==> src/hw/rtl/f2d_pkg.sv <==
// Shared constants, status codes and inter-unit structs of the float-to-decimal text converter.
`default_nettype none

package f2d_pkg;

  localparam int MAX_FRAC_DIGITS = 7;
  localparam int TEXT_LIMIT      = 15;

  localparam int EXP_BIAS  = 127;
  localparam int EXP_MAX   = 31;
  localparam int EXP_MIN   = -23;
  localparam int FRAC_BITS = 24;
  localparam int INT_BITS  = 31;
  localparam int INT_DIGITS = 10;

  localparam int FIX_W     = INT_BITS + FRAC_BITS;
  localparam int SHAMT_MAX = EXP_MAX - 1 - EXP_MIN;
  localparam int SHAMT_W   = $clog2(SHAMT_MAX + 1);
  localparam int WIDE_W    = FRAC_BITS + SHAMT_MAX;

  localparam int ICNT_W    = $clog2(INT_DIGITS + 1);
  localparam int FCNT_W    = $clog2(MAX_FRAC_DIGITS + 1);
  localparam int BIT_CNT_W = $clog2(INT_BITS + 1);

  localparam logic [7:0] EXP_TOO_LARGE = 8'(EXP_BIAS + EXP_MAX);
  localparam logic [7:0] EXP_LOWEST    = 8'(EXP_BIAS + EXP_MIN);

  localparam logic [6:0] CHAR_ZERO  = 7'h30;
  localparam logic [6:0] CHAR_NINE  = 7'h39;
  localparam logic [6:0] CHAR_MINUS = 7'h2D;
  localparam logic [6:0] CHAR_DOT   = 7'h2E;
  localparam logic [6:0] CHAR_NONE  = 7'h00;

  localparam logic [1:0] ST_OK        = 2'd0;
  localparam logic [1:0] ST_TOO_LARGE = 2'd1;
  localparam logic [1:0] ST_TOO_SMALL = 2'd2;

  typedef struct packed {
    logic start;
    logic shift;
  } unit_cmd_t;

  typedef struct packed {
    logic              done;
    logic [3:0]        top_digit;
    logic [ICNT_W-1:0] ndig;
  } bcd_stat_t;

  typedef struct packed {
    logic                       done;
    logic [3:0]                 digit;
    logic [MAX_FRAC_DIGITS-1:0] nz;
  } frac_stat_t;

endpackage

`default_nettype wire

==> src/hw/rtl/f2d_frac.sv <==
// Digit-serial fraction unit: one decimal digit per cycle by multiplying the fraction by ten.
`default_nettype none

module f2d_frac (
  input  logic                           clk_i,
  input  logic                           rst_ni,
  input  f2d_pkg::unit_cmd_t             cmd_i,
  input  logic [f2d_pkg::FRAC_BITS-1:0]  frac_i,
  output f2d_pkg::frac_stat_t            stat_o
);
  import f2d_pkg::*;

  typedef enum logic [1:0] {S_IDLE, S_RUN, S_DONE} state_e;

  state_e                     state_q, state_d;
  logic [FCNT_W-1:0]          cnt_q, cnt_d;
  logic [FRAC_BITS-1:0]       frac_q, frac_d;
  logic [3:0]                 dig_q [MAX_FRAC_DIGITS];
  logic [3:0]                 dig_d [MAX_FRAC_DIGITS];
  logic [MAX_FRAC_DIGITS-1:0] nz_q, nz_d;
  logic [FRAC_BITS+3:0]       prod;
  logic [3:0]                 new_digit;
  logic                       do_shift;

  assign prod      = ({4'b0, frac_q} << 3) + ({4'b0, frac_q} << 1);
  assign new_digit = prod[FRAC_BITS+3:FRAC_BITS];
  assign do_shift  = (state_q == S_RUN) || (state_q == S_DONE && cmd_i.shift);

  always_comb begin
    state_d = state_q;
    cnt_d   = cnt_q;
    frac_d  = frac_q;
    nz_d    = nz_q;
    for (int i = 0; i < MAX_FRAC_DIGITS; i++) begin
      dig_d[i] = dig_q[i];
    end
    if (do_shift) begin
      for (int i = 0; i < MAX_FRAC_DIGITS - 1; i++) begin
        dig_d[i] = dig_q[i+1];
      end
      dig_d[MAX_FRAC_DIGITS-1] = (state_q == S_RUN) ? new_digit : 4'd0;
      nz_d = MAX_FRAC_DIGITS'({(state_q == S_RUN) && (new_digit != 4'd0), nz_q} >> 1);
    end
    case (state_q)
      S_RUN: begin
        frac_d = prod[FRAC_BITS-1:0];
        cnt_d  = cnt_q - 1'b1;
        if (cnt_q == FCNT_W'(1)) begin
          state_d = S_DONE;
        end
      end
      default: begin
      end
    endcase
    if (cmd_i.start) begin
      state_d = S_RUN;
      cnt_d   = FCNT_W'(MAX_FRAC_DIGITS);
      frac_d  = frac_i;
    end
  end

  always_ff @(posedge clk_i or negedge rst_ni) begin
    if (!rst_ni) begin
      state_q <= S_IDLE;
      cnt_q   <= '0;
    end else begin
      state_q <= state_d;
      cnt_q   <= cnt_d;
    end
  end

  always_ff @(posedge clk_i) begin
    frac_q <= frac_d;
    nz_q   <= nz_d;
    for (int i = 0; i < MAX_FRAC_DIGITS; i++) begin
      dig_q[i] <= dig_d[i];
    end
  end

  assign stat_o.done  = (state_q == S_DONE);
  assign stat_o.digit = dig_q[0];
  assign stat_o.nz    = nz_q;

endmodule

`default_nettype wire

==> config.mk <==
export PLATFORM = sky130hd
export DESIGN_NAME = f2d_frac
export DESIGN_NICKNAME = d
export VERILOG_FILES = /design/src/hw/rtl/f2d_pkg.sv /design/src/hw/rtl/f2d_frac.sv
export SDC_FILE = /design/constraint.sdc
export NUM_CORES = 1
export LEC_CHECK = 0
export BUFFER_PORTS_ARGS = -buffer_cell sky130_fd_sc_hd__buf_2
export CAP_MARGIN = 20
export CORE_MARGIN = 5
export CORE_UTILIZATION = 56
export CTS_BUF_LIST = sky130_fd_sc_hd__clkbuf_8
export DETAILED_ROUTE_END_ITERATION = 8
export GPL_TIMING_DRIVEN = 0
export PLACE_DENSITY = 0.76
export SYNTH_ARGS = -nofsm -noshare
export SYNTH_HDL_FRONTEND = slang
export SYNTH_SLANG_ARGS = --single-unit
==> constraint.sdc <==
create_clock -name clk_i -period 2.9 [get_ports clk_i]
set_input_delay 0.145 -clock clk_i [delete_from_list [all_inputs] [get_ports clk_i]]
set_output_delay 0.145 -clock clk_i [all_outputs]
set_load 0.02 [all_outputs]
Word-level counts from Yosys, hierarchy flattened
Memories as Yosys holds them, arrays and structs flattened.
Index checks and enable logic that the tools add are counted.
Widths: inputs -> output; s select.

operators by class
  $add $sub $neg = 2
  equality and inequality tests = 3
  mux-type cells = 9
  reductions and logical operators = 7

operators by type and width
  kind                 number
  $mux 24              2
  $add 27x25->28       1
  $mux 28              1
  $mux 2               3
  $mux 3               2
  $mux 4               1
  $reduce_bool 2->1    2
  $reduce_bool 4->1    1
  $eq 3x1->1 const B   1
  $sub 3x1->3 const B  1
  $eq 2x1->1 const B   1
  $eq 2x2->1 const B   1
  $logic_and 1x1->1    2
  $reduce_and 2->1     1
  $logic_or 1x1->1     1

word-level totals
  bits in registers = 36
  bits in writable memories = 28
  input port bits = 28
  output and inout bits = 12
  word-level logic and storage cells = 26
  memories = 1

memory list
  name   depth  width  rd ports  clocked after memory_dff  write ports  RTL line        text
  dig_q  7      4      7         0                         7            f2d_frac.sv:18  logic [3:0] dig_q [MAX_FRAC_DIGITS];

Longest topological paths before layout
  depth in word-level cells = 4
  mapped depth = 9
  mapped depth without buffers = 9

Least setup slack after synthesis
Ideal clock, no wire load.

  kind = reg2reg
  start = register frac_q[0]
  end = register frac_q[19], data pin
  arrival time = 2.306 ns
  required time = 2.634 ns
  slack = 0.328 ns
  stages on the path, launching flop included = 10
  period minus slack after synthesis = 2.572 ns
  cell sequence = edfxtp_1 -> ha_1 -> fa_1 -> a21o_1 -> and4_1 -> o21bai_1 -> a21boi_1 -> o21a_1 -> o21ai_1 -> or3b_1

between the ends
  longest elaborated chain between the ends = 3

ends and longest elaborated chain
  item                      RTL line        text
  start: declaration        f2d_frac.sv:17  logic [FRAC_BITS-1:0] frac_q, frac_d;
  start signal: assignment  f2d_frac.sv:73  frac_q <= frac_d;
  $add 27x25->28            f2d_frac.sv:25  assign prod = ({4'b0, frac_q} << 3) + ({4'b0, frac_q} << 1);
  $mux 24                   f2d_frac.sv:44  case (state_q)
  $mux 24                   f2d_frac.sv:55  if (cmd_i.start) begin
  via frac_d[19]            f2d_frac.sv:17

The timed path passes the listed nets, and every way through them passes these cells. The select of a mux whose other input is x is not followed.
A chain may end at the register's enable or synchronous reset.

Worst setup path after layout
  start = register frac_q[2]
  end = register frac_q[19], data pin

The elaborated chain is that of the path after synthesis.

==> results.cfg <==
[outcome]
status = finished, final reports clean

[synth]
ys_async_sr_fraction_pct = 7.81
synth_flop_cell = edfxtp_1
ys_ff_latch = 64
synth_area_per_cell_sq_um = 11.1
yosys.area_share.simple_pct = 15.6
synth_cells = 334
synth.mux.area_fraction_pct = 1.76
yosysUniqueCellTypes = 57
synth_nets = 387
synth_fa_ha_area_share_pct = 8.64
synth_edf_count = 59
synth_compound_gate_area_share_pct = 17.3
synth_top_family_by_area = compound AO/OA/AOI/OAI gates
synth-seq-area-share_pct = 51.2
synth.area.top_cells = edfxtp_1 (48%), ha_1 (8.1%), dfrtp_1 (3.4%)
synth_xor_area_share_pct = 2.84
netlist_area_sq_um = 3710
synth_top_area_share_pct = 47.8
yosysWarnings = 0
yosys.area.top_type = edfxtp_1

[timing]
drv_slew = 0
min_period_over_period_pct = 96.0
tns_ns = 0
tightestPinTransition_ns = 0.675
finalSetupViolCount = 0
rsz0062_at_grt = no
slew_headroom_pct = 54.9
hold_viol = 0
max_freq_mhz = 359
finalClockSkew_ns = 0.00943
period_minus_slack_ns = 2.78

[global_routing]
antenna_found_initial = 0
grt_pass1_vias = 2679
grt_usage_pct = 20.2
grt_max_degree = 23
grt_pass1_wl_mm = 13.3
grt-ovfl-total = 0

[power]
power_density_nw_per_um2 = 1230
ir_worst_vdd_mv = 0.677
leakagePower_nw = 1.73

[drt]
first_pass_iters = 5
drt-vias-per-instance = 6.03
wl_per_cell_um = 17.2
drt-initial-drc-count = 142
drt_wl_total_mm = 8.07
drcViolationCount = 0
num_vias = 2830
ant_nets = 0

[clock_network]
clk_pin_slew_ns = 0.08
root_buffer = clkbuf_8
cts_buffers = 9
insertion_delay_ns = 0.35
cts_sinks = 64
cts_tree = done
clockBufferDepth = 2
cts.htree.levels = 3

[floorplan]
initial_core_util_pct = 58.0
dieHeight_um = 91.4
core_area_sq_um = 6390
io_pins = 40
rows = 29
die_x_um = 91.4
die-area_sq_um = 8340

[final_layout]
multi_input_area_sq_um = 1720
fillCellCount = 507
fin_util_pct = 66.8
final_nets = 440
diodes = 0
layout-drive-gt1-share_pct = 19.9
areaGrowthSynthToFinish_pct = 15.1
regArea_sq_um = 1900

[place]
io_buffers = 38
dp_hpwl_mm = 5.89
place.gp.congestion = 0.890

[worst_hold_path]
min_delay_path_depth = 3
hp-class = in2reg

[critical_path]
worstSetupPathType = reg2reg
cp-start-kind = flip-flop
crit_arrival_ns = 2.87
reg2reg_depth = 9
cp_data_required_time_ns = 2.99
worstPathMaxFanout = 3
setup.worst_path.end_class = flip-flop

[flow_run]
drv_cap = 0
path summary, 6_finish.rpt:
| path | endpoint | slack, ns | startpoint |
|---|---|---|---|
| max | frac_q[19]$_DFFE_PP_ | 0.12 | frac_q[2]$_DFFE_PP_ |
| min | frac_q[8]$_DFFE_PP_ | 0.08 | frac_i[8] |
| max reg2reg | frac_q[19]$_DFFE_PP_ | 0.12 | frac_q[2]$_DFFE_PP_ |
| min reg2reg | dig_q[2][2]$_DFFE_PP_ | 0.42 | dig_q[3][2]$_DFFE_PP_ |
| max in group asynchronous | state_q[0]$_DFFE_PN0P_ | 2.61 | rst_ni |
| min in group asynchronous | state_q[1]$_DFFE_PN0P_ | 0.15 | rst_ni |
cells in the mapped netlist, drive strengths merged (3+ instances only):
cell type  count
edfxtp        59
a211o          3
or3            3
o211ai         3
nand3b         4
nor2b          4
a21boi         5
a21oi         22
and3           4
o21ai         25
clkbuf        10
nand2         30
nor2          17
o21bai         5
nand3         11
nor3           4
nor4           3
xor2           7
buf            3
a31oi          3
xnor2          5
dfrtp          5
nand2b         8
a21o           5
a211oi         7
mux2           4
o31ai          4
inv           12
ha            24
nor3b          7
sequential cells by signal, summed over array words and instances, names as in the netlist:
signal	count
dig_q	28
state_q	2
cnt_q	3
nz_q	7
frac_q	24
cell type report:
| type | instances | area share, % |
|---|---|---|
| clock inverters | 7 | 1.91 |
| well taps | 77 | 2.26 |
| multi-input cells | 245 | 40.3 |
| plain buffers | 13 | 1.23 |
| flip-flops and latches | 64 | 44.5 |
| repair buffers | 42 | 5.87 |
| inverters | 12 | 1.06 |
| clock buffers | 9 | 2.90 |
cells in the final DEF, fill, tap and decap left out, drive strengths merged, types with 7 or more instances in the layout:
master,n
edfxtp,59
buf,44
nand2,30
o21ai,25
ha,24
a21oi,22
clkbuf,19
nor2,17
inv,13
nand3,11
nand2b,8
nor3b,7
xor2,7
a211oi,7
report_power, final:
part	switching [W]	internal (W)	total, W
Combinational	0.00166	0.00111	0.00278
Clock	0.000379	0.000405	0.000784
Sequential	0.000184	0.00152	0.00170
Total	0.00222	0.00304	0.00526
layer usage:
metal  wire [um]  up-vias  global-route usage (%)
met5           0        -                       0
met4         145        0                    6.72
met3         528       16                    5.29
met2        3870       97                    32.5
met1        3520     1338                    26.8
li1            -     1379                       -
logic make-up after synthesis:
| kind of cell | count (synthesis) |
|---|---|
| AND/OR/NAND/NOR | 107 |
| buffers and inverters | 25 |
| AO/OA/AOI/OAI | 95 |
| multiplexers | 6 |
| XOR/XNOR | 12 |
| adder cells (fa/ha/maj) | 25 |
| flip-flops | 64 |
timing repair:
action / in CTS / in global routing
endpoints found under the hold margin: 5 / 0
hold buffers: 1 / 0
resized for setup: 0 / 2
buffers inserted: 0 / 1
endpoints found under the setup margin: 0 / 3
through the flow:
step / setup slack [ns] / power (W) / hold slack (ns) / cell area [sq um] / cells
after detailed placement: 0.0791 / 0.00442 / -0.0317 / 4040 / 451
after floorplan: 0.328 / 0.00379 / -0.151 / 3710 / 334
after global placement: 0.105 / 0.00433 / -0.0343 / 3990 / 449
final: 0.116 / 0.00526 / 0.0767 / 4260 / 469
after CTS: 0.0276 / 0.00524 / 0.0594 / 4250 / 468
after global routing: 0.00976 / 0.00570 / 0.0869 / 4260 / 469
worst max-delay path: stages (launching register included):
cell	delay, ns
edfxtp_1	0.43
ha_2	0.23
fa_1	0.40
a21o_1	0.20
and4_1	0.23
o21bai_2	0.18
a21boi_1	0.15
o21a_1	0.23
o21ai_1	0.13
or3b_1	0.35
No activity file was read; power rests on OpenSTA's default activity.
