$ cat src/hw/rtl/f2d_pkg.sv
// Shared constants, status codes and inter-unit structs of the float-to-decimal text converter.
`default_nettype none

package f2d_pkg;

  localparam int MAX_FRAC_DIGITS = 7;
  localparam int TEXT_LIMIT      = 15;

  localparam int EXP_BIAS  = 127;
  localparam int EXP_MAX   = 31;
  localparam int EXP_MIN   = -23;
  localparam int FRAC_BITS = 24;
  localparam int INT_BITS  = 31;
  localparam int INT_DIGITS = 10;

  localparam int FIX_W     = INT_BITS + FRAC_BITS;
  localparam int SHAMT_MAX = EXP_MAX - 1 - EXP_MIN;
  localparam int SHAMT_W   = $clog2(SHAMT_MAX + 1);
  localparam int WIDE_W    = FRAC_BITS + SHAMT_MAX;

  localparam int ICNT_W    = $clog2(INT_DIGITS + 1);
  localparam int FCNT_W    = $clog2(MAX_FRAC_DIGITS + 1);
  localparam int BIT_CNT_W = $clog2(INT_BITS + 1);

  localparam logic [7:0] EXP_TOO_LARGE = 8'(EXP_BIAS + EXP_MAX);
  localparam logic [7:0] EXP_LOWEST    = 8'(EXP_BIAS + EXP_MIN);

  localparam logic [6:0] CHAR_ZERO  = 7'h30;
  localparam logic [6:0] CHAR_NINE  = 7'h39;
  localparam logic [6:0] CHAR_MINUS = 7'h2D;
  localparam logic [6:0] CHAR_DOT   = 7'h2E;
  localparam logic [6:0] CHAR_NONE  = 7'h00;

  localparam logic [1:0] ST_OK        = 2'd0;
  localparam logic [1:0] ST_TOO_LARGE = 2'd1;
  localparam logic [1:0] ST_TOO_SMALL = 2'd2;

  typedef struct packed {
    logic start;
    logic shift;
  } unit_cmd_t;

  typedef struct packed {
    logic              done;
    logic [3:0]        top_digit;
    logic [ICNT_W-1:0] ndig;
  } bcd_stat_t;

  typedef struct packed {
    logic                       done;
    logic [3:0]                 digit;
    logic [MAX_FRAC_DIGITS-1:0] nz;
  } frac_stat_t;

endpackage

`default_nettype wire

$ cat src/hw/rtl/f2d_bcd.sv
// Bit-serial binary to BCD converter for the integer part, with leading-zero removal.
`default_nettype none

module f2d_bcd (
  input  logic                          clk_i,
  input  logic                          rst_ni,
  input  f2d_pkg::unit_cmd_t            cmd_i,
  input  logic [f2d_pkg::INT_BITS-1:0]  ipart_i,
  output f2d_pkg::bcd_stat_t            stat_o
);
  import f2d_pkg::*;

  typedef enum logic [1:0] {S_IDLE, S_CONV, S_NORM, S_DONE} state_e;

  state_e                   state_q, state_d;
  logic [BIT_CNT_W-1:0]     cnt_q, cnt_d;
  logic [ICNT_W-1:0]        ndig_q, ndig_d;
  logic [INT_BITS-1:0]      bin_q, bin_d;
  logic [4*INT_DIGITS-1:0]  bcd_q, bcd_d;
  logic [4*INT_DIGITS-1:0]  adj;

  always_comb begin
    for (int i = 0; i < INT_DIGITS; i++) begin
      adj[4*i +: 4] = (bcd_q[4*i +: 4] >= 4'd5) ? bcd_q[4*i +: 4] + 4'd3 : bcd_q[4*i +: 4];
    end
  end

  always_comb begin
    state_d = state_q;
    cnt_d   = cnt_q;
    ndig_d  = ndig_q;
    bin_d   = bin_q;
    bcd_d   = bcd_q;
    case (state_q)
      S_CONV: begin
        bcd_d = {adj[4*INT_DIGITS-2:0], bin_q[INT_BITS-1]};
        bin_d = bin_q << 1;
        cnt_d = cnt_q - 1'b1;
        if (cnt_q == BIT_CNT_W'(1)) begin
          state_d = S_NORM;
        end
      end
      S_NORM: begin
        if (bcd_q[4*INT_DIGITS-1 -: 4] == 4'd0 && ndig_q > ICNT_W'(1)) begin
          bcd_d  = bcd_q << 4;
          ndig_d = ndig_q - 1'b1;
        end else begin
          state_d = S_DONE;
        end
      end
      S_DONE: begin
        if (cmd_i.shift) begin
          bcd_d = bcd_q << 4;
        end
      end
      default: begin
      end
    endcase
    if (cmd_i.start) begin
      state_d = S_CONV;
      cnt_d   = BIT_CNT_W'(INT_BITS);
      ndig_d  = ICNT_W'(INT_DIGITS);
      bin_d   = ipart_i;
      bcd_d   = '0;
    end
  end

  always_ff @(posedge clk_i or negedge rst_ni) begin
    if (!rst_ni) begin
      state_q <= S_IDLE;
      cnt_q   <= '0;
      ndig_q  <= '0;
    end else begin
      state_q <= state_d;
      cnt_q   <= cnt_d;
      ndig_q  <= ndig_d;
    end
  end

  always_ff @(posedge clk_i) begin
    bin_q <= bin_d;
    bcd_q <= bcd_d;
  end

  assign stat_o.done      = (state_q == S_DONE);
  assign stat_o.top_digit = bcd_q[4*INT_DIGITS-1 -: 4];
  assign stat_o.ndig      = ndig_q;

endmodule

`default_nettype wire

$ cat config.mk
export PLATFORM = sky130hd
export DESIGN_NAME = f2d_bcd
export DESIGN_NICKNAME = d
export VERILOG_FILES = /design/src/hw/rtl/f2d_pkg.sv /design/src/hw/rtl/f2d_bcd.sv
export SDC_FILE = /design/constraint.sdc
export NUM_CORES = 1
export LEC_CHECK = 0
export ABC_AREA = 1
export BUFFER_PORTS_ARGS = -buffer_cell sky130_fd_sc_hd__buf_4
export CORE_MARGIN = 5
export CORE_UTILIZATION = 40
export CTS_CLUSTER_DIAMETER = 50
export DETAILED_ROUTE_END_ITERATION = 10
export PLACE_DENSITY = 0.67
export SYNTH_ARGS = -nofsm -noshare
export SYNTH_HDL_FRONTEND = slang
export SYNTH_SLANG_ARGS = --single-unit
$ cat constraint.sdc
create_clock -name clk_i -period 3.1 [get_ports clk_i]
set_input_delay 0 -clock clk_i [delete_from_list [all_inputs] [get_ports clk_i]]
set_output_delay 0 -clock clk_i [all_outputs]
set_load 0.005 [all_outputs]
* Word-level counts from Yosys, hierarchy flattened
Index checks and enable logic that the tools add are counted.
** Cells by class
- Multiply operators :: 0
- Equality and inequality tests :: 8
- Add/sub/neg operators :: 12
- Bitwise operators :: 0
- Shifts and indexed selects :: 0
- Multiplexer cells :: 24
- Reductions and logical operators :: 10
- $lt $le $gt $ge :: 11
- Divide/modulo/power cells :: 0
** Operator list (number)
- $pmux W40 S3 :: 1
- $mux W40 :: 2
- $mux W31 :: 2
- $mux W4 :: 12
- $ge A4 B3 Y1 const B :: 10
- $add A4 B2 Y4 const B :: 9
- $mux W5 :: 2
- $mux W2 :: 3
- $ne A3 B3 Y1 const B :: 2
- $reduce_and A3 Y1 :: 2
- $reduce_bool A2 Y1 :: 3
- $reduce_bool A3 Y1 :: 2
- $eq A5 B1 Y1 const B :: 1
- $sub A5 B1 Y5 const B :: 1
- $eq A2 B2 Y1 const B :: 2
- $gt A4 B1 Y1 const B :: 1
- $logic_not A4 Y1 :: 1
- $ne A2 B2 Y1 const B :: 2
- $pmux W2 S2 :: 1
- $sub A4 B1 Y4 const B :: 1
- $add A3 B2 Y3 const B :: 1
- $mux W3 :: 1
- $eq A2 B1 Y1 const B :: 1
- $reduce_and A2 Y1 :: 1
- $logic_and A1 B1 Y1 :: 1
** Word-level totals
- Register bits after elaboration :: 82
- Latch bits :: 0
- Bits of input ports :: 35
- Word-level logic and storage cells :: 70
- Memory bits (writable) :: 0
- Memories :: 0
- Output and inout bits :: 9
- ROM bits :: 0

* Logic depth before layout (Yosys ltp)
Gate-level depths: netlist (run 1).
- Word-level depth :: 5
- Mapped depth :: 12
- Gate-level depth less buffers :: 10

* Worst setup path after synthesis (run 1)
OpenSTA, ideal clock, no wires.
- Path kind :: register to register
- From :: register state_q[0]
- To :: register cnt_q[4]
- Cell stages (with the launch flop) :: 8
- Path slack :: 1226 ps
- Clock period less this slack :: 1874 ps
- Buffers on the path :: 0
- Arrival time :: 1746 ps
- Path through :: dfrtp_1 -> inv_1 -> nor2_1 -> nor2_1 -> inv_1 -> nand3_1 -> a21oi_1 -> o21ai_0
** Between the ends
- Cells in the longest elaborated chain, start to end :: 2
** Ends and longest elaborated chain
- start: declaration :: RTL line f2d_bcd.sv:15 : state_e state_q, state_d;
- start signal: assignment :: RTL line f2d_bcd.sv:74 : state_q <= state_d;
- $eq A2 B1 Y1 :: RTL line f2d_bcd.sv:34 : case (state_q)
- $reduce_bool A2 Y1 (no line)
- end signal: assignment :: RTL line f2d_bcd.sv:75 : cnt_q <= cnt_d;
- end: declaration :: RTL line f2d_bcd.sv:16 : logic [BIT_CNT_W-1:0] cnt_q, cnt_d;
No other way between the ends.
A chain may end at the register's enable or synchronous reset.

* Worst setup path in the final report (run 1)
- From :: register state_q[1]
- To :: register bcd_q[36]
** Between the ends
- Cells in the longest elaborated chain, start to end :: 3
** Ends and longest elaborated chain
- $eq A2 B2 Y1 or $eq A2 B1 Y1 (tied branches) :: RTL line f2d_bcd.sv:34
- $ne A2 B2 Y1 (no line) or $reduce_bool A3 Y1 (tied branches)
- $reduce_and A3 Y1 (no line)
- end signal: assignment :: RTL line f2d_bcd.sv:82 : bcd_q <= bcd_d;
- end: declaration :: RTL line f2d_bcd.sv:19 : logic [4*INT_DIGITS-1:0] bcd_q, bcd_d;
Parallel ways exist; a longest one is shown, timed or not.

==> results.py, run 1 <==
metrics = {
    "worst_setup_path": {
        "end_kind": "register",
        "worst-setup-path-type": "reg -> reg",
        "r2r_cells": 9,
        "r2r_setup_slack_ns": 0.94,
        "arrival_ns": 2.39,
        "timing.rr.end": "bcd_q[36]$_SDFFE_PP0P_",
        "critPathMaxFanout": 40,
        "cp.required_ns": 3.33,
        "start_kind": "register",
        "reg2reg_from": "state_q[1]$_DFFE_PN0P_",
    },
    "yosys": {
        "syn_nets": 705,
        "synth-seq-cells": 82,
        "synth_cells": 646,
        "syn_area_um2": 4676,
        "synthArstFlopShare_pct": 13.41,
        "yosysWarningCount": 0,
        "synth_ff_type": "dfxtp_1",
        "synth_cell_types": 30,
        "synth_edf_count": 31,
        "synth.avg_cell_area_um2": 7.238,
        "synth-seq-area-share_pct": 42.92,
    },
    "pwr": {
        "p_total_mw": 5.032,
        "peakVddDrop_mv": 0.4495,
        "p_leak_nw": 2.588,
        "powerDensity_nw_per_um2": 881.8,
    },
    "clock_network": {
        "clk_path_buf_depth": 2,
        "htreeDepth": 3,
        "cts.sinks": 82,
        "cts_buffers": 9,
        "cts_tree": "done",
        "path_clk_slew_ns": 0.06,
        "cts_setup_buffers": 0,
        "clock_latency_ns": 0.34,
        "cts_root_buf": "clkbuf_16",
    },
    "hold_path": {
        "hold_path.class": "in -> async",
    },
    "job": {
        "maxCapViolCount": 0,
    },
    "cells_and_area": {
        "area_delta_synth_final_pct": 22.05,
        "drive_gt1_share_pct": 9.705,
        "utilization_pct": 49.98,
        "mostFrequentLayoutCells": "nand2_1, o21ai_0, nor2_1, inv_1, buf_4",
        "layout_commonest_cell": "nand2_1",
        "diodes": 0,
        "num-fill-cells": 1091,
        "final_nets": 765,
        "finalNonFillerCells": 854,
        "fin_area_um2": 5707,
    },
    "global_route": {
        "grt_pass1_wl_um": 17930,
        "first_global_vias": 3909,
        "grt_max_degree": 52,
        "grt_overflow": 0,
        "grt_util_all_layers_pct": 15.05,
        "antenna_found_initial": 0,
    },
    "placement": {
        "dp_hpwl_um": 6701,
        "portBuffers": 43,
        "dp.cells": 806,
        "place_congestion": 0.8590,
        "place_area_um2": 5067,
    },
    "timing": {
        "max_freq_ghz": 0.4629,
        "setup_tns_ns": 0,
        "hold_viol": 0,
        "clock_skew_ns": 0.008520,
        "rsz0062_at_grt": "false",
        "setup-violations-final": 0,
        "tightest_slew_ns": 0.5103,
        "fin_crit_sh_pct": 69.69,
        "maxSlewViolCount": 0,
        "post-route-min-period_ns": 2.160,
        "max_slew_margin_pct": 65.77,
    },
    "detailed_routing": {
        "vias_per_cell": 4.919,
        "drt_iter0_drc": 188,
        "vias": 4201,
        "routed_wirelength_um": 10370,
        "ant_nets": 0,
        "route.detailed.drc": 0,
        "wl_per_cell_um": 12.15,
        "first_pass_iters": 5,
    },
    "floorplan": {
        "die_h_um": 118.1,
        "dieWidth_um": 118.1,
        "core-area_um2": 11420,
        "pin_count": 44,
        "num_rows": 39,
        "initial_core_util_pct": 40.95,
        "fp.dieArea_um2": 13950,
    },
    "outcome": {
        "status": "complete, no violations",
    },
}
-- stage by stage --
| step | setup slack, ns | hold WS, ns |
|---|---|---|
| final | 0.9397 | 0.02789 |
| after global routing | 0.7079 | 0.04282 |
| after CTS | 0.9420 | 0.02631 |
| after detailed placement | 0.9652 | -0.1573 |
| after global placement | 1.058 | -0.1582 |
| after floorplan | 1.226 | -0.2956 |
-- power by group --
| group | switching, mW | internal (mW) |
|---|---|---|
| Sequential | 0.245 | 1.49 |
| Clock | 0.444 | 0.704 |
| Combinational | 1.36 | 0.787 |
| Total | 2.05 | 2.99 |
-- Yosys cell counts (4+ instances only) --
cell	n	area share, %
a21oi_1	29	3.1
buf_2	7	0.75
buf_4	4	0.64
clkbuf_1	16	1.3
dfrtp_1	11	5.9
dfxtp_1	40	17
edfxtp_1	31	20
ha_1	24	6.4
inv_1	66	5.3
nand2_1	185	15
nand3_1	22	2.4
nor2_1	75	6.0
o21ai_0	98	10
o21ai_1	8	0.86
xor2_1	10	1.9
-- worst max-delay path by stage --
| stage | startpoint | to | slack, ns | cells after the start |
|---|---|---|---|---|
| finish | state_q[1]$_DFFE_PN0P_ | bcd_q[36]$_SDFFE_PP0P_ | 0.94 | 9 |
| floorplan | state_q[0]$_DFFE_PN0P_ | cnt_q[4]$_DFFE_PN0P_ | 1.23 | 7 |
| global route | ndig_q[0]$_DFFE_PN0P_ | bcd_q[0]$_SDFFE_PP0P_ | 0.71 | 10 |
| global placement | state_q[1]$_DFFE_PN0P_ | bcd_q[0]$_SDFFE_PP0P_ | 1.06 | 8 |
| CTS | ndig_q[0]$_DFFE_PN0P_ | bcd_q[36]$_SDFFE_PP0P_ | 0.94 | 11 |
| detailed placement | ndig_q[0]$_DFFE_PN0P_ | bcd_q[36]$_SDFFE_PP0P_ | 0.97 | 11 |
-- flip-flops by register name (all words and copies together), names as in the netlist --
| name | flops |
|---|---|
| bin_q | 31 |
| state_q | 2 |
| bcd_q | 40 |
| ndig_q | 4 |
| cnt_q | 5 |
-- critical path: stages, from the launching register on --
cell and delay (ns):
dfrtp_1 0.34, buf_4 0.22, inv_2 0.19, nor2_4 0.17
nand3_4 0.14, nand2_2 0.40, buf_12 0.25, nand2_1 0.07
a21oi_1 0.17, nor2_1 0.06
-- routing by layer --
layer  wire length, um  track usage [%]  vias to the layer above
met5                 0                0                        -
met4               207            5.305                        0
li1                  -                -                     2182
met2              4830            23.56                       93
met3               613            4.517                       18
met1              4723            19.76                     1908
-- cell type report --
type / instances / area, um2 / share of cell area [%]
Clock inverter: 7 / 93.84 / 1.644
Tap cell: 143 / 178.9 / 3.135
Multi-Input combinational cell: 463 / 2242 / 39.29
Inverter: 69 / 259.0 / 4.538
Timing Repair Buffer: 81 / 700.7 / 12.28
Sequential cell: 82 / 2007 / 35.17
Clock buffer: 9 / 225.2 / 3.947
-- cells by family (layout without fill, tap and decap cells) --
logic type | count (synthesis) | after routing | synth area share (%)
buf+inv | 101 | 166 | 9.125
fa+ha+maj | 24 | 24 | 6.422
simple gates | 290 | 290 | 24.59
compound gates | 139 | 139 | 15.07
flops | 82 | 82 | 42.92
xor+xnor | 10 | 10 | 1.873
-- repair_timing --
| item | CTS | global route |
|---|---|---|
| gates resized for setup | 0 | 0 |
| endpoints found under the hold margin | 42 | 0 |
| hold buffers | 32 | 0 |
Power figures use the tool's default switching activity.
==> run 2, diff against run 1 <==
==> constraint.sdc (replaced) <==
create_clock -name clk_i -period 2.26 [get_ports clk_i]
set_input_delay 0 -clock clk_i [delete_from_list [all_inputs] [get_ports clk_i]]
set_output_delay 0 -clock clk_i [all_outputs]
set_load 0.005 [all_outputs]
==> results.py, run 2 (same netlist as run 1, synthesis figures left out) <==
metrics = {
    "placement": {
        "dp_worst_setup_slack_ns": 0.2800,
        "dp_hpwl_um": 6624,
        "portBuffers": 43,
        "place_congestion": 0.8321,
    },
    "clock_network": {
        "cts_setup_buffers": 0,
        "cts_root_buf": "clkbuf_16",
        "htreeDepth": 3,
        "cts.sinks": 82,
        "clk_path_buf_depth": 2,
        "path_clk_slew_ns": 0.07,
        "cts_buffers": 9,
        "cts_tree": "done",
        "clock_latency_ns": 0.35,
    },
    "hold_path": {
        "hold_path.class": "in -> async",
    },
    "global_route": {
        "grt_overflow": 0,
        "grt_max_degree": 63,
        "grt_util_all_layers_pct": 14.98,
        "grt_pass1_wl_um": 17850,
        "first_global_vias": 4079,
        "antenna_found_initial": 0,
    },
    "job": {
        "maxCapViolCount": 0,
    },
    "floorplan": {
        "core-area_um2": 11420,
        "pin_count": 44,
        "initial_core_util_pct": 40.95,
        "num_rows": 39,
        "dieWidth_um": 118.1,
        "die_h_um": 118.1,
        "fp.dieArea_um2": 13950,
    },
    "detailed_routing": {
        "vias_per_cell": 4.913,
        "ant_nets": 0,
        "drt_iter0_drc": 174,
        "routed_wirelength_um": 10440,
        "route.detailed.drc": 0,
        "first_pass_iters": 4,
        "vias": 4201,
        "wl_per_cell_um": 12.21,
    },
    "cells_and_area": {
        "top_regs": "bcd_q: 40 flops, bin_q: 31 flops, cnt_q: 5 flops",
        "final_nets": 766,
        "mostFrequentLayoutCells": "nand2_1, o21ai_0, nor2_1, inv_1, buf_4",
        "multi_input_area_um2": 2242,
        "layout_commonest_cell": "nand2_1",
        "drive_gt1_share_pct": 10.11,
        "top_register": "bcd_q",
        "seq_area_um2": 2007,
        "num-fill-cells": 1070,
        "diodes": 0,
        "largest_reg_flops": 40,
        "area_delta_synth_final_pct": 22.02,
    },
    "worst_setup_path": {
        "worst-setup-path-type": "reg -> reg",
        "cp-startpoint": "ndig_q[0]$_DFFE_PN0P_",
        "cp.required_ns": 2.50,
        "end_kind": "register",
        "slowest_delay_ns": 0.41,
        "arrival_ns": 2.23,
        "reg2reg_from": "ndig_q[0]$_DFFE_PN0P_",
        "start_kind": "register",
        "critPathMaxFanout": 39,
        "cpMaxStageDelayCell": "dfrtp_1",
        "cp_cell_sequence": "inv_1, ha_1, inv_1, nand2_1, nand2_1, nand3_4, nand2_2, buf_12, o21ai_0, nor2_1, nor2_1",
    },
    "outcome": {
        "status": "complete, no violations",
    },
    "timing": {
        "clock_skew_ns": 0.007445,
        "timing.final.ws_setup_ns": 0.2729,
        "max_freq_ghz": 0.5033,
        "setup-violations-final": 0,
        "post-route-min-period_ns": 1.987,
        "max_slew_margin_pct": 73.62,
        "fin_crit_sh_pct": 87.92,
        "hold_viol": 0,
        "rsz0062_at_grt": "false",
        "setup_tns_ns": 0,
        "maxSlewViolCount": 0,
        "tightest_slew_ns": 0.3956,
    },
    "pwr": {
        "powerDensity_nw_per_um2": 1187,
        "p_leak_nw": 2.585,
        "p_total_mw": 6.774,
        "peakVddDrop_mv": 0.6910,
    },
}
run 2: cell count changes in the layout (fill, tap and decap cells not counted), sizes merged:
cell      change
inv           +3
bufinv        -2
clkinv        -2
buf           +1
clkinvlp      +1
run 2: layout make-up:
| cell class | count | share of cell area (%) |
|---|---|---|
| clock buffer | 9 | 3.947 |
| tap | 143 | 3.136 |
| sequential | 82 | 35.18 |
| inverter | 69 | 4.539 |
| clock inverter | 7 | 1.053 |
| multi-input combinational | 463 | 39.30 |
| timing repair buffer | 82 | 12.85 |
run 2: report_power, final:
part	internal [mW]	switching, mW
registers	2.05	0.345
logic	1.10	1.87
clock network	0.761	0.646
total	3.91	2.86
run 2: final timing paths:
path                                           to  slack [ns]  cells after the start
max                        bcd_q[37]$_SDFFE_PP0P_        0.27                     11
min                          cnt_q[4]$_DFFE_PN0P_        0.03                      2
max reg2reg                bcd_q[37]$_SDFFE_PP0P_        0.27                     11
min reg2reg                  cnt_q[4]$_DFFE_PN0P_        0.50                      1
max in group asynchronous   ndig_q[3]$_DFFE_PN0P_        2.08                      2
min in group clk_i          ndig_q[0]$_DFFE_PN0P_        0.04                      2
run 2: metrics by stage:
stage,util [%],cells,hold slack (ns),instance area [um2]
finish,49.97,855,0.03092,5705
global route,49.97,855,0.04302,5705
CTS,49.97,855,0.01634,5705
detailed placement,44.66,807,-0.1559,5100
global placement,44.66,807,-0.1573,5100
floorplan,-,646,-0.2956,4676
run 2: what timing repair did:
item | CTS | global route
hold buffers | 32 | 0
resized for setup | 0 | 0
hold endpoints to repair | 42 | 0
run 2: layer usage:
| metal | GRT usage [%] | routed length [um] | vias to the layer above |
|---|---|---|---|
| li1 | - | - | 2190 |
| met2 | 24.89 | 4966 | 80 |
| met4 | 5.448 | 125 | 0 |
| met1 | 18.65 | 4783 | 1919 |
| met5 | 0 | 0 | - |
| met3 | 4.037 | 566 | 12 |
run 2: critical path, delay by kind of cell, from the launching register on:
kind	cells	cell delay, ns
flip-flops	1	0.41
adder cells (fa/ha/maj)	1	0.20
AND/OR/NAND/NOR	6	0.76
buffers and inverters	3	0.40
AO/OA/AOI/OAI	1	0.12
==> run 3, diff against run 2 <==
--- a/config.mk
+++ b/config.mk
@@ -11,7 +11,7 @@
 export CORE_UTILIZATION = 40
 export CTS_CLUSTER_DIAMETER = 50
 export DETAILED_ROUTE_END_ITERATION = 10
-export PLACE_DENSITY = 0.67
+export PLACE_DENSITY = 0.69
 export SYNTH_ARGS = -nofsm -noshare
 export SYNTH_HDL_FRONTEND = slang
 export SYNTH_SLANG_ARGS = --single-unit
==> constraint.sdc (replaced) <==
create_clock -name clk_i -period 1.69 [get_ports clk_i]
set_input_delay 0 -clock clk_i [delete_from_list [all_inputs] [get_ports clk_i]]
set_output_delay 0 -clock clk_i [all_outputs]
set_load 0.005 [all_outputs]
==> results.py, run 3 (same netlist as run 1, synthesis figures left out) <==
metrics = {
    "clock_network": {
        "htreeDepth": 3,
        "cts_root_buf": "clkbuf_16",
        "cts.sinks": 82,
        "path_clk_slew_ns": 0.07,
        "clock_latency_ns": 0.35,
        "clk_path_buf_depth": 2,
        "cts_buffers": 9,
        "cts_tree": "done",
    },
    "global_route": {
        "grt_max_degree": 41,
        "antenna_found_initial": 0,
        "first_global_vias": 4194,
        "grt_overflow": 0,
        "grt_pass1_wl_um": 17890,
        "grt_util_all_layers_pct": 15.02,
    },
    "timing": {
        "fin_crit_sh_pct": 95.02,
        "setup_tns_ns": 0,
        "max_slew_margin_pct": 75.02,
        "setup-violations-final": 0,
        "clock_skew_ns": 0.006832,
        "max_freq_ghz": 0.6227,
        "rsz0062_at_grt": "true",
        "post-route-min-period_ns": 1.606,
        "holdWs_ns": 0.01821,
        "tightest_slew_ns": 0.3746,
        "maxSlewViolCount": 0,
        "hold_viol": 0,
        "timing.final.ws_setup_ns": 0.08408,
    },
    "cells_and_area": {
        "largest_reg_flops": 40,
        "multi_input_area_um2": 2315,
        "area_delta_synth_final_pct": 28.12,
        "seq_area_um2": 2007,
        "layout_commonest_cell": "nand2_1",
        "drive_gt1_share_pct": 14.58,
        "fin_area_um2": 5991,
        "diodes": 0,
        "final_nets": 781,
        "mostFrequentLayoutCells": "nand2_1, o21ai_0, nor2_1, inv_1, buf_4",
        "top_register": "bcd_q",
        "num-fill-cells": 1048,
        "top_regs": "bcd_q: 40 flops, bin_q: 31 flops, cnt_q: 5 flops",
    },
    "detailed_routing": {
        "route.detailed.drc": 0,
        "vias_per_cell": 4.940,
        "routed_wirelength_um": 10870,
        "vias": 4298,
        "wl_per_cell_um": 12.49,
        "first_pass_iters": 5,
        "drt_iter0_drc": 189,
        "ant_nets": 0,
    },
    "floorplan": {
        "initial_core_util_pct": 40.95,
        "num_rows": 39,
        "die_h_um": 118.1,
        "dieWidth_um": 118.1,
        "fp.dieArea_um2": 13950,
        "pin_count": 44,
        "core-area_um2": 11420,
    },
    "placement": {
        "place_area_um2": 5167,
        "dp_hpwl_um": 6699,
        "dp_worst_setup_slack_ns": 0.03743,
        "portBuffers": 43,
        "place_congestion": 0.8251,
    },
    "worst_setup_path": {
        "end_kind": "register",
        "start_kind": "register",
        "slowest_delay_ns": 0.39,
        "path_buf_inv": 3,
        "crit_top_cell": "inv_2",
        "cpMaxStageDelayCell": "dfrtp_1",
        "cp_cell_sequence": "inv_2, ha_2, inv_2, nand2_2, nand2_4, nand3_4, nand2_8, clkinvlp_4, nor2_2, nor2_1",
        "worst-setup-path-type": "reg -> reg",
        "critPathMaxFanout": 8,
        "cp.required_ns": 1.93,
        "arrival_ns": 1.84,
        "critical_path.top_delay_family": "simple AND/OR/NAND/NOR gates",
    },
    "hold_path": {
        "hold_path.class": "in -> async",
    },
    "pwr": {
        "p_leak_nw": 2.705,
        "peakVddDrop_mv": 0.9025,
        "powerDensity_nw_per_um2": 1664,
    },
    "job": {
        "maxCapViolCount": 0,
    },
    "outcome": {
        "status": "complete, no violations",
    },
}
==> run 3: changes by cell type in the layout (fill, tap and decap cells not counted), sizes merged <==
| cell | delta |
|---|---|
| inv | +1 |
| clkbuf | +4 |
| dlygate4sd3 | +1 |
| clkinvlp | +3 |
| clkinv | -3 |
| buf | +9 |
==> run 3: worst reg2reg max path: stages, from the launching register on <==
cell and delay, ns:
dfrtp_1 0.39, inv_2 0.05, ha_2 0.17, inv_2 0.06, nand2_2 0.06, nand2_4 0.07, nand3_4 0.09, nand2_8 0.16
clkinvlp_4 0.23, nor2_2 0.15, nor2_1 0.05
==> run 3: where the power goes <==
| part | internal, mW | switching (mW) | leakage [nW] |
|---|---|---|---|
| clock | 1.04 | 0.918 | 0.143 |
| sequential | 2.74 | 0.454 | 0.764 |
| combinational | 2.01 | 2.81 | 1.80 |
==> run 3: area by class of cell <==
cell class | count | area share (%)
clock buffer | 9 | 3.759
clock inverter | 7 | 1.128
inverter | 69 | 4.449
multi-input combinational | 463 | 38.64
sequential | 82 | 33.50
tap | 143 | 2.987
timing repair buffer | 96 | 15.41
timing repair inverter | 1 | 0.1253
==> run 3: worst paths after layout <==
kind | startpoint | to | depth (start not counted) | slack [ns]
max | ndig_q[0]$_DFFE_PN0P_ | bcd_q[15]$_SDFFE_PP0P_ | 10 | 0.08
min | rst_ni | cnt_q[4]$_DFFE_PN0P_ | 2 | 0.02
max reg2reg | ndig_q[0]$_DFFE_PN0P_ | bcd_q[15]$_SDFFE_PP0P_ | 10 | 0.08
min reg2reg | cnt_q[3]$_DFFE_PN0P_ | cnt_q[3]$_DFFE_PN0P_ | 1 | 0.50
max in group asynchronous | rst_ni | state_q[1]$_DFFE_PN0P_ | 2 | 1.52
min in group clk_i | cmd_i[0] | bcd_q[28]$_SDFFE_PP0P_ | 5 | 0.21
==> run 3: timing repair <==
action,in CTS,in global routing
gates resized for setup,0,24
hold buffers,33,0
setup endpoints to repair,0,35
setup buffers,0,3
hold endpoints to repair,44,0
==> run 3: through the flow <==
stage	total power [mW]	utilization [%]	std cells
floorplan	6.244	-	646
global placement	7.115	45.26	813
detailed placement	7.254	45.26	813
CTS	9.301	50.71	862
global route	10.85	52.47	870
finish	9.971	52.47	870
==> run 3: per-layer routing <==
layer / GRT usage, % / vias up / wire length (um)
met5: 0 / - / 0
met4: 5.305 / 0 / 128
met3: 4.325 / 11 / 654
met2: 25.81 / 106 / 5260
met1: 17.86 / 1959 / 4825
li1: - / 2222 / -
